**config.mk**
```make
export PLATFORM = sky130hd
export DESIGN_NAME = http_header_line_scanner_top
export DESIGN_NICKNAME = d
export VERILOG_FILES = /design/src/rtl/hdrscan_pkg.sv /design/src/rtl/http_header_line_scanner_top.sv
export SDC_FILE = /design/constraint.sdc
export NUM_CORES = 1
export LEC_CHECK = 0
export ABC_AREA = 1
export ABC_CLOCK_PERIOD_IN_PS = 6630
export CORE_MARGIN = 2
export CORE_UTILIZATION = 55
export DETAILED_ROUTE_END_ITERATION = 6
export DONT_BUFFER_PORTS = 1
export PLACE_DENSITY = 0.7
export RECOVER_POWER = 25
export SYNTH_ARGS = -nofsm -noshare
export SYNTH_HDL_FRONTEND = slang
export SYNTH_SLANG_ARGS = --single-unit
```
**constraint.sdc**
```tcl
create_clock -name clk -period 6.63 [get_ports clk]
set_clock_uncertainty 0.05 [all_clocks]
set_input_delay 0.663 -clock clk [delete_from_list [all_inputs] [get_ports clk]]
set_output_delay 0.663 -clock clk [all_outputs]
set_load 0.05 [all_outputs]
```
**src/rtl/hdrscan_pkg.sv**
```systemverilog
`default_nettype none
// ----------------------------------------------------------------------------
// hdrscan_pkg
// Types, constants and the name character map for the header line scanner.
// ----------------------------------------------------------------------------
package hdrscan_pkg;

  localparam int NAME_BUF_LEN = 32;
  localparam int MAX_LINE_LEN = 4096;
  localparam int NAME_IDX_W   = $clog2(NAME_BUF_LEN);
  localparam int LINE_POS_W   = $clog2(MAX_LINE_LEN);
  localparam int HASH_W       = 64;

  localparam logic [NAME_IDX_W-1:0] NAME_IDX_LAST = NAME_IDX_W'(NAME_BUF_LEN - 1);
  localparam logic [LINE_POS_W-1:0] LINE_POS_LAST = LINE_POS_W'(MAX_LINE_LEN - 1);

  localparam logic [7:0] CH_NUL   = 8'h00;
  localparam logic [7:0] CH_LF    = 8'h0a;
  localparam logic [7:0] CH_CR    = 8'h0d;
  localparam logic [7:0] CH_SPACE = 8'h20;
  localparam logic [7:0] CH_COLON = 8'h3a;
  localparam logic [7:0] CH_USCORE = 8'h5f;
  localparam logic [7:0] CH_DEL   = 8'h7f;

  typedef enum logic [2:0] {
    ST_START      = 3'd0,
    ST_NAME       = 3'd1,
    ST_SP_BEFORE  = 3'd2,
    ST_VALUE      = 3'd3,
    ST_SP_AFTER   = 3'd4,
    ST_ALMOST     = 3'd5,
    ST_HDR_ALMOST = 3'd6
  } scan_state_t;

  typedef enum logic [1:0] {
    EV_CONT = 2'd0,
    EV_LINE = 2'd1,
    EV_HDR  = 2'd2,
    EV_BAD  = 2'd3
  } scan_event_t;

  // Lowercase map for token characters; zero means "not a plain name char".
  function automatic logic [7:0] lower_map(input logic [7:0] c);
    logic [7:0] r;
    r = 8'h00;
    if (c == 8'h2d) r = c;
    else if (c >= 8'h30 && c <= 8'h39) r = c;
    else if (c >= 8'h61 && c <= 8'h7a) r = c;
    else if (c >= 8'h41 && c <= 8'h5a) r = c + 8'h20;
    return r;
  endfunction

endpackage
`default_nettype wire

```
**src/rtl/http_header_line_scanner_top.sv**
```systemverilog
`default_nettype none
// ----------------------------------------------------------------------------
// http_header_line_scanner_top
// Per-byte HTTP header line scanner with lowercased name hash and positions.
// ----------------------------------------------------------------------------
// One header byte is taken per transaction and one result is returned per
// byte. A byte sits in an input register, is decoded against the scanner
// state in a single pass, and the result lands in an output register when
// the input register advances, so the block sustains one byte every cycle
// while out_stall is low; the hash update is a 64-bit shift-subtract-add.
// The underscores_allowed bit is written through wr_en / wr_data and should
// only change while no byte is in flight. Line positions saturate at the
// last offset of a maximum-length line.
module http_header_line_scanner_top
  import hdrscan_pkg::*;
(
  input  wire logic        clk,
  input  wire logic        rst,

  input  wire logic        wr_en,
  input  wire logic        wr_data,

  input  wire logic        in_valid,
  output      logic        in_stall,
  input  wire logic [7:0]  data_byte,

  output      logic        out_valid,
  input  wire logic        out_stall,
  output      logic [1:0]  event_res,
  output      logic        name_char_valid,
  output      logic [7:0]  name_char,
  output      logic [4:0]  name_index,
  output      logic        name_invalid,
  output      logic [63:0] name_hash,
  output      logic [11:0] name_end_pos,
  output      logic [11:0] value_start_pos,
  output      logic [11:0] value_end_pos
);

  logic                  underscores_allowed;

  logic                  s1_valid;
  logic [7:0]            s1_byte;
  logic                  adv;

  scan_state_t           scan_state, scan_state_next;
  logic [HASH_W-1:0]     hash_acc, hash_acc_next;
  logic [NAME_IDX_W-1:0] char_index, char_index_next;
  logic                  bad_name_flag, bad_name_flag_next;
  logic [LINE_POS_W-1:0] line_offset, line_offset_next;
  logic [LINE_POS_W-1:0] name_end_reg, name_end_reg_next;
  logic [LINE_POS_W-1:0] value_start_reg, value_start_reg_next;
  logic [LINE_POS_W-1:0] value_end_reg, value_end_reg_next;

  scan_event_t           ev;
  scan_state_t           st_dec;
  logic                  store;
  logic                  new_name;
  logic [7:0]            sch;
  logic [7:0]            lc;
  logic [LINE_POS_W-1:0] p;
  logic [LINE_POS_W:0]   p_inc;
  logic [HASH_W-1:0]     hash_base;
  logic [NAME_IDX_W-1:0] idx_base;

  // Input register moves on whenever the output register is free or draining.
  assign adv      = s1_valid && (!out_valid || !out_stall);
  assign in_stall = s1_valid && !adv;

  assign p     = (scan_state == ST_START) ? '0 : line_offset;
  assign p_inc = {1'b0, p} + 1'b1;

  // Decode of one byte: event, stored name char, hash and position updates.
  always_comb begin
    ev                   = EV_CONT;
    st_dec               = scan_state;
    store                = 1'b0;
    new_name             = 1'b0;
    sch                  = 8'h00;
    lc                   = lower_map(s1_byte);
    bad_name_flag_next   = bad_name_flag;
    name_end_reg_next    = name_end_reg;
    value_start_reg_next = value_start_reg;
    value_end_reg_next   = value_end_reg;
    case (scan_state)
      ST_START: begin
        bad_name_flag_next = 1'b0;
        if (s1_byte == CH_CR) begin
          value_end_reg_next = p;
          st_dec             = ST_HDR_ALMOST;
        end else if (s1_byte == CH_LF) begin
          value_end_reg_next = p;
          ev                 = EV_HDR;
        end else begin
          new_name = 1'b1;
          st_dec   = ST_NAME;
          if (lc != 8'h00) begin
            sch   = lc;
            store = 1'b1;
          end else if (s1_byte == CH_USCORE) begin
            if (underscores_allowed) begin
              sch   = s1_byte;
              store = 1'b1;
            end else begin
              bad_name_flag_next = 1'b1;
            end
          end else if (s1_byte <= CH_SPACE || s1_byte == CH_DEL ||
                       s1_byte == CH_COLON) begin
            value_end_reg_next = p;
            ev                 = EV_BAD;
          end else begin
            bad_name_flag_next = 1'b1;
          end
        end
      end
      ST_NAME: begin
        if (lc != 8'h00) begin
          sch   = lc;
          store = 1'b1;
        end else if (s1_byte == CH_USCORE) begin
          if (underscores_allowed) begin
            sch   = s1_byte;
            store = 1'b1;
          end else begin
            bad_name_flag_next = 1'b1;
          end
        end else if (s1_byte == CH_COLON) begin
          name_end_reg_next = p;
          st_dec            = ST_SP_BEFORE;
        end else if (s1_byte == CH_CR || s1_byte == CH_LF) begin
          name_end_reg_next    = p;
          value_start_reg_next = p;
          value_end_reg_next   = p;
          if (s1_byte == CH_CR) st_dec = ST_ALMOST;
          else ev = EV_LINE;
        end else if (s1_byte <= CH_SPACE || s1_byte == CH_DEL) begin
          value_end_reg_next = p;
          ev                 = EV_BAD;
        end else begin
          bad_name_flag_next = 1'b1;
        end
      end
      ST_SP_BEFORE: begin
        if (s1_byte == CH_SPACE) begin
          st_dec = ST_SP_BEFORE;
        end else if (s1_byte == CH_CR || s1_byte == CH_LF) begin
          value_start_reg_next = p;
          value_end_reg_next   = p;
          if (s1_byte == CH_CR) st_dec = ST_ALMOST;
          else ev = EV_LINE;
        end else if (s1_byte == CH_NUL) begin
          value_end_reg_next = p;
          ev                 = EV_BAD;
        end else begin
          value_start_reg_next = p;
          st_dec               = ST_VALUE;
        end
      end
      ST_VALUE: begin
        if (s1_byte == CH_SPACE) begin
          value_end_reg_next = p;
          st_dec             = ST_SP_AFTER;
        end else if (s1_byte == CH_CR) begin
          value_end_reg_next = p;
          st_dec             = ST_ALMOST;
        end else if (s1_byte == CH_LF) begin
          value_end_reg_next = p;
          ev                 = EV_LINE;
        end else if (s1_byte == CH_NUL) begin
          value_end_reg_next = p;
          ev                 = EV_BAD;
        end
      end
      ST_SP_AFTER: begin
        if (s1_byte == CH_SPACE) begin
          st_dec = ST_SP_AFTER;
        end else if (s1_byte == CH_CR) begin
          st_dec = ST_ALMOST;
        end else if (s1_byte == CH_LF) begin
          ev = EV_LINE;
        end else if (s1_byte == CH_NUL) begin
          value_end_reg_next = p;
          ev                 = EV_BAD;
        end else begin
          st_dec = ST_VALUE;
        end
      end
      ST_ALMOST: begin
        if (s1_byte == CH_LF) ev = EV_LINE;
        else if (s1_byte != CH_CR) ev = EV_BAD;
      end
      default: begin
        if (s1_byte == CH_LF) ev = EV_HDR;
        else ev = EV_BAD;
      end
    endcase

    // A fresh name restarts hash and slot before the first char folds in.
    hash_base = new_name ? '0 : hash_acc;
    idx_base  = new_name ? '0 : char_index;
    if (store) begin
      hash_acc_next   = (hash_base << 5) - hash_base + {{(HASH_W-8){1'b0}}, sch};
      char_index_next = (idx_base == NAME_IDX_LAST) ? '0 : idx_base + 1'b1;
    end else begin
      hash_acc_next   = hash_base;
      char_index_next = idx_base;
    end

    if (ev != EV_CONT) begin
      line_offset_next = '0;
    end else if (p_inc[LINE_POS_W]) begin
      line_offset_next = LINE_POS_LAST;
    end else begin
      line_offset_next = p_inc[LINE_POS_W-1:0];
    end
  end

  // Next scan state: any reported event ends the line.
  always_comb begin
    if (ev != EV_CONT) scan_state_next = ST_START;
    else scan_state_next = st_dec;
  end

  always_ff @(posedge clk) begin
    if (rst) begin
      underscores_allowed <= 1'b0;
    end else if (wr_en) begin
      underscores_allowed <= wr_data;
    end
  end

  always_ff @(posedge clk) begin
    if (rst) begin
      s1_valid <= 1'b0;
    end else if (in_valid && !in_stall) begin
      s1_valid <= 1'b1;
    end else if (adv) begin
      s1_valid <= 1'b0;
    end
  end

  always_ff @(posedge clk) begin
    if (in_valid && !in_stall) begin
      s1_byte <= data_byte;
    end
  end

  always_ff @(posedge clk) begin
    if (rst) begin
      scan_state      <= ST_START;
      hash_acc        <= '0;
      char_index      <= '0;
      bad_name_flag   <= 1'b0;
      line_offset     <= '0;
      name_end_reg    <= '0;
      value_start_reg <= '0;
      value_end_reg   <= '0;
    end else if (adv) begin
      scan_state      <= scan_state_next;
      hash_acc        <= hash_acc_next;
      char_index      <= char_index_next;
      bad_name_flag   <= bad_name_flag_next;
      line_offset     <= line_offset_next;
      name_end_reg    <= name_end_reg_next;
      value_start_reg <= value_start_reg_next;
      value_end_reg   <= value_end_reg_next;
    end
  end

  always_ff @(posedge clk) begin
    if (rst) begin
      out_valid <= 1'b0;
    end else if (adv) begin
      out_valid <= 1'b1;
    end else if (!out_stall) begin
      out_valid <= 1'b0;
    end
  end

  always_ff @(posedge clk) begin
    if (adv) begin
      event_res       <= ev;
      name_char_valid <= store;
      name_char       <= store ? sch : 8'h00;
      name_index      <= store ? 5'(idx_base) : 5'd0;
      name_invalid    <= bad_name_flag_next;
      name_hash       <= hash_acc_next;
      name_end_pos    <= 12'(name_end_reg_next);
      value_start_pos <= 12'(value_start_reg_next);
      value_end_pos   <= 12'(value_end_reg_next);
    end
  end

endmodule
`default_nettype wire
```
Yosys cells after proc, flatten, opt, wreduce, memory -nomap -nowiden
Index checks and enable logic that the tools add are counted.
Widths: inputs -> output; s select.
{"block": "word_totals", "ff_bits": 249, "input_bits": 14, "output_inout_bits": 119, "wordCells": 189}
{"block": "op_classes", "n_addsub": 5, "n_lt_le_gt_ge": 7, "eq_ne": 20, "mux": 114, "reduce_logical": 22}
{"operator": "$mux 12", "count": 34}
{"operator": "$mux 64", "count": 2}
{"operator": "$mux 8", "count": 9}
{"operator": "$add 64x8->64", "count": 1}
{"operator": "$sub 64x64->64", "count": 1}
{"operator": "$pmux 12 s5", "count": 1}
{"operator": "$mux 3", "count": 15}
{"operator": "$mux 2", "count": 18}
{"operator": "$mux 1", "count": 26}
{"operator": "$eq 8x6->1 const B", "count": 3}
{"operator": "$pmux 12 s2", "count": 1}
{"operator": "$eq 8x4->1 const B", "count": 2}
{"operator": "$eq 8x7->1 const B", "count": 2}
{"operator": "$ge 8x7->1 const B", "count": 2}
{"operator": "$le 8x6->1 const B", "count": 2}
{"operator": "$le 8x7->1 const B", "count": 2}
{"operator": "$pmux 8 s2", "count": 1}
{"operator": "$mux 5", "count": 3}
{"operator": "$pmux 3 s5", "count": 1}
{"operator": "$add 12x1->13 const B", "count": 1}
{"operator": "$pmux 2 s5", "count": 1}
{"operator": "$add 8x6->8 const B", "count": 1}
{"operator": "$ge 8x6->1 const B", "count": 1}
{"operator": "$logic_not 8->1", "count": 1}
{"operator": "other kinds (21)", "count": 37}

Longest topological paths before layout
{"block": "depth", "word_depth": 14, "ltp_mapped": 34, "depth_no_buf": 32}

Least setup slack after synthesis
Ideal clock, no wire load.
{"block": "synth_timing", "path_kind": "input-to-reg", "startpoint": "input port out_stall", "endpoint": "register event_res[0] (enable)", "arrival_time_ns": 4.818, "t_required_ns": 6.053, "slack_ns": 1.235, "cell_stages": 5, "path_cell_list": "nand2_1 inv_1 nor2_1 clkbuf_1 clkbuf_1"}
{"block": "synth_between", "elab_chain_cells": 3}
{"element": "start, declared", "line_no": "http_header_line_scanner_top.sv:28", "source": "input wire logic out_stall,"}
{"element": "$logic_not 1->1"}
{"element": "$logic_or 1x1->1", "line_no": "http_header_line_scanner_top.sv:67", "source": "assign adv = s1_valid && (!out_valid || !out_stall);"}
{"element": "$logic_and 1x1->1", "line_no": "http_header_line_scanner_top.sv:67"}
{"element": "named net adv", "line_no": "http_header_line_scanner_top.sv:44", "source": "logic adv;"}
{"element": "end signal, assigned", "line_no": "http_header_line_scanner_top.sv:282", "source": "event_res <= ev;"}
{"element": "end, declared", "line_no": "http_header_line_scanner_top.sv:29", "source": "output logic [1:0] event_res,"}
The timed path passes the listed nets, and every way through them passes these cells.
A chain may end at the register's enable or synchronous reset.

Worst setup path in the final report
{"block": "layout_timing", "startpoint": "register scan_state[0]", "endpoint": "register hash_acc[37]"}
{"block": "layout_between", "elab_chain_cells": 6}
{"element": "start, declared", "line_no": "http_header_line_scanner_top.sv:46", "source": "scan_state_t scan_state, scan_state_next;"}
{"element": "start signal, assigned", "line_no": "http_header_line_scanner_top.sv:259", "source": "scan_state <= scan_state_next;"}
{"element": "$logic_not 3->1", "line_no": "http_header_line_scanner_top.sv:85", "source": "case (scan_state)"}
{"element": "$mux 1", "line_no": "http_header_line_scanner_top.sv:85"}
{"element": "$mux 64", "line_no": "http_header_line_scanner_top.sv:199", "source": "hash_base = new_name ? '0 : hash_acc;"}
{"element": "$sub 64x64->64", "line_no": "http_header_line_scanner_top.sv:202", "source": "hash_acc_next = (hash_base << 5) - hash_base + {{(HASH_W-8){1'b0}}, sch};"}
{"element": "$add 64x8->64", "line_no": "http_header_line_scanner_top.sv:202"}
{"element": "$mux 64 *", "line_no": "http_header_line_scanner_top.sv:201", "source": "if (store) begin"}
{"element": "end signal, assigned", "line_no": "http_header_line_scanner_top.sv:260", "source": "hash_acc <= hash_acc_next;"}
{"element": "end, declared", "line_no": "http_header_line_scanner_top.sv:47", "source": "logic [HASH_W-1:0] hash_acc, hash_acc_next;"}
Every way passes the cells marked *; elsewhere a longest branch is shown, timed or not.

==> out/metrics.csv <==
stage,metric,value,unit
run_status,outcome,"complete, no violations",
floorplan,core-area,33700,um2
global_routing,grt_pass1_vias,17700,
timing,rsz0062_at_grt,no,
worst_setup_path,crit_path_top_delay_cell,fa_1,
detailed_routing,drt-pass1-iter-count,7,
floorplan,rows,67,
global_routing,grt-ovfl-total,0,
synth,synth_compound_area_frac,0.1155,
timing,setup-tns-final,0,ns
global_routing,grt_pass1_wl,96.57,mm
global_routing,antenna_found_initial,0,
run,maxCapViolations,0,
detailed_routing,vias,18890,
detailed_routing,dr.first_iter.drc_count,2103,
cells_and_area,ff_latch_area,6236,um2
cells_and_area,fill_cells,3236,
worst_setup_path,cp_slowest_stage_delay,0.40,ns
power_and_ir_drop,p_total,6.669,mW
synth,synth_top_area_frac,0.1980,
timing,worst_pin_slew,1.072,ns
cells_and_area,num-nets-final,3024,
cts,htreeDepth,1,
min_path,hold_class,in -> reg,
timing,max_freq,0.1947,GHz
timing,layout_worst_path_cycle_share,0.7745,
floorplan,die_h,189.7,um
power_and_ir_drop,power_density,331.2,nW/um2
detailed_routing,drcViolationCount,0,
power_and_ir_drop,leakage,10.74,nW
detailed_routing,finalWirelength,62.04,mm
floorplan,die_x,189.7,um
floorplan,die_area,35970,um2
synth,synth_mux_area_frac,0,
worst_setup_path,arrival,5.54,ns
cts,cts_tree,yes,
detailed_routing,post_drt_via_cell_ratio,5.639,
synth,synth_top_family_by_area,simple AND/OR/NAND/NOR gates,
cells_and_area,syn_to_final_growth,6.197,%
worst_setup_path,path_class,reg -> reg,
floorplan,num_io_pins,133,
cells_and_area,drive_above_1_share,0.03584,
cts,cts_resized,0,
global_routing,grt_max_degree,97,
synth,syn_area_per_cell,6.484,um2
cells_and_area,reg_top3,"hash_acc (64), name_hash (64)",
synth,syn_area,18960,um2
cells_and_area,n_antenna_cell,0,
synth,synthAdderAreaFrac,0.08804,
cts,cts_made_buffers,29,
cts,clkSinkCount,249,
synth,yosysUniqueCellTypes,45,
detailed_routing,ant_nets,0,
detailed_routing,wl_per_cell,18.52,um
global_routing,gr-usage-all-layers,0.3399,
timing,setup_viol,0,
synth,synth_seq_cells,249,
worst_setup_path,worstSetupEndpointType,register,
timing,fin_crit,5.135,ns
place,io_buffers,0,
cts,clk_latency,0.58,ns
cts,postCtsSetupBuffers,0,
synth,syn_nets,3069,
cts,clk_pin_slew_worst_paths,0.07,ns
worst_setup_path,required,7.04,ns
synth,ys_warn_count,0,
floorplan,start_util,0.5626,
synth,synth.area.top_cells,"edfxtp_1 (20%), nand2_1 (18%), dfxtp_1 (13%), inv_1 (9.8%), ha_1 (8.4%)",
timing,max_slew_margin,0.2848,
place,hpwl,47.32,mm
worst_setup_path,critPathMaxFanout,44,
place,place.gp.congestion,1.049,
power_and_ir_drop,peakVddDrop,242.1,uV
cts,clockRootBuffer,clkbuf_16,
timing,slew_violations,0,
synth,synth_area_leader_cell,edfxtp_1,
timing,hold_viol,0,
worst_setup_path,startpoint_type,register,
synth,synth_cells,2924,
worst_setup_path,cp_top_family,simple AND/OR/NAND/NOR gates,
cts,cts_buffer_depth,3,
worst_setup_path,cpMostUsedCell,nand2_1,
cells_and_area,multiInputGateArea,10400,um2
synth,yosysSeqAreaShare,0.3289,
worst_setup_path,worst-path-buf-inv,6,
synth,synth_simple_gate_area_frac,0.3292,
cts,holdBufCountCts,0,
synth,synth_xor_xnor_area_share,0.01571,
## final cells by class
type | instances | share of cell area
Clock buffer | 34 | 0.03853
Sequential cell | 249 | 0.3097
Inverter | 504 | 0.09421
Multi-Input combinational cell | 2083 | 0.5164
Tap cell | 448 | 0.02784
Clock inverter | 20 | 0.008824
Timing Repair Buffer | 12 | 0.004474
## worst reg2reg max path, cell delays in order, from the launching register on
cell     delay (ns)
dfxtp_1        0.37
nor2_1         0.23
nand2_2        0.27
inv_2          0.24
nand3_2        0.34
nand2_1        0.34
nand2_4        0.34
inv_4          0.15
nand2_1        0.08
ha_1           0.20
inv_1          0.06
ha_1           0.25
inv_1          0.08
fa_1           0.40
inv_1          0.15
nand3_1        0.09
nand3_1        0.16
nand3_1        0.10
nand2_1        0.25
nand2_1        0.09
nand2_1        0.16
nand2_1        0.09
nand2_1        0.06
nand2_1        0.04
nand3_1        0.18
nand3_1        0.11
nand2_1        0.10
inv_1          0.04
## cells by family (layout without fill, tap and decap cells)
kind of cell,after synthesis,count (layout)
AND/OR/NAND/NOR,1516,1516
buffers and inverters,592,570
adder cells (fa/ha/maj),131,131
XOR/XNOR,34,34
flip-flops,249,249
AO/OA/AOI/OAI,402,402
## synth_stat cells (all sizes together)
master and number:
or2 1, nor2 332, dfxtp 124, nor3 23, nand3 189, a211oi 15
ha 127, nand3b 14, and2 1, buf 38, a21oi 160, o21bai 8
xor2 33, o21ai 170, o21a 2, edfxtp 125, o22ai 12, fa 4
o221ai 7, xnor2 1, nand4 34, a31oi 1, inv 503, nand2b 2
nor4 1, clkinv 1, o311ai 1, clkbuf 50, o211ai 26, nand2 919
## power breakdown
part | internal [mW] | leakage, nW | total, mW | switching [mW]
Sequential | 1.83 | 2.22 | 2.18 | 0.353
Clock | 0.922 | 0.471 | 1.61 | 0.692
Combinational | 0.794 | 8.05 | 2.87 | 2.08
Total | 3.55 | 10.7 | 6.67 | 3.12
## stage by stage
stage               cell area (um2)  cells  hold WS, ns  worst slack (ns)  utilization
global placement              19190   3296       0.4003             1.731       0.5694
floorplan                     18960   2924       0.3954             1.235            -
CTS                           20140   3350       0.1102             1.554       0.5977
finish                        20130   3350       0.1248             1.495       0.5975
global route                  20130   3350       0.1172             1.027       0.5975
detailed placement            19190   3296       0.4041             1.584       0.5694
## layout by cell type (no fill, tap or decap), types with 15 or more instances in the layout
master     netlist  final
o21ai_0        150    150
ha_1           127    127
edfxtp_1       125    125
o211ai_1        26     26
nor3_1          22     22
xor2_1          33     33
nor2_1         317    317
nand4_1         34     34
o21ai_1         20     20
dfxtp_1        124    124
nand3_1        185    185
a211oi_1        15     15
a21oi_1        159    159
nand2_1        909    909
inv_1          493    493
clkbuf_16        0     30
## layer usage
layer | global-route usage | wire length, um
met4 | 0.1395 | 2644
met3 | 0.03948 | 4349
met1 | 0.4369 | 25810
met2 | 0.5821 | 29230
met5 | 0 | 0
## final timing paths
| kind | to | slack [ns] | cells past startpoint | from |
|---|---|---|---|---|
| worst min register to register | line_offset[2] | 0.42 | 2 | line_offset[2] |
| worst max register to register | hash_acc[37] | 1.49 | 27 | scan_state[0] |
| worst max-delay path | hash_acc[37] | 1.49 | 27 | scan_state[0] |
| worst min-delay path | char_index[4] | 0.12 | 1 | rst |
No activity file was read; power rests on OpenSTA's default activity.
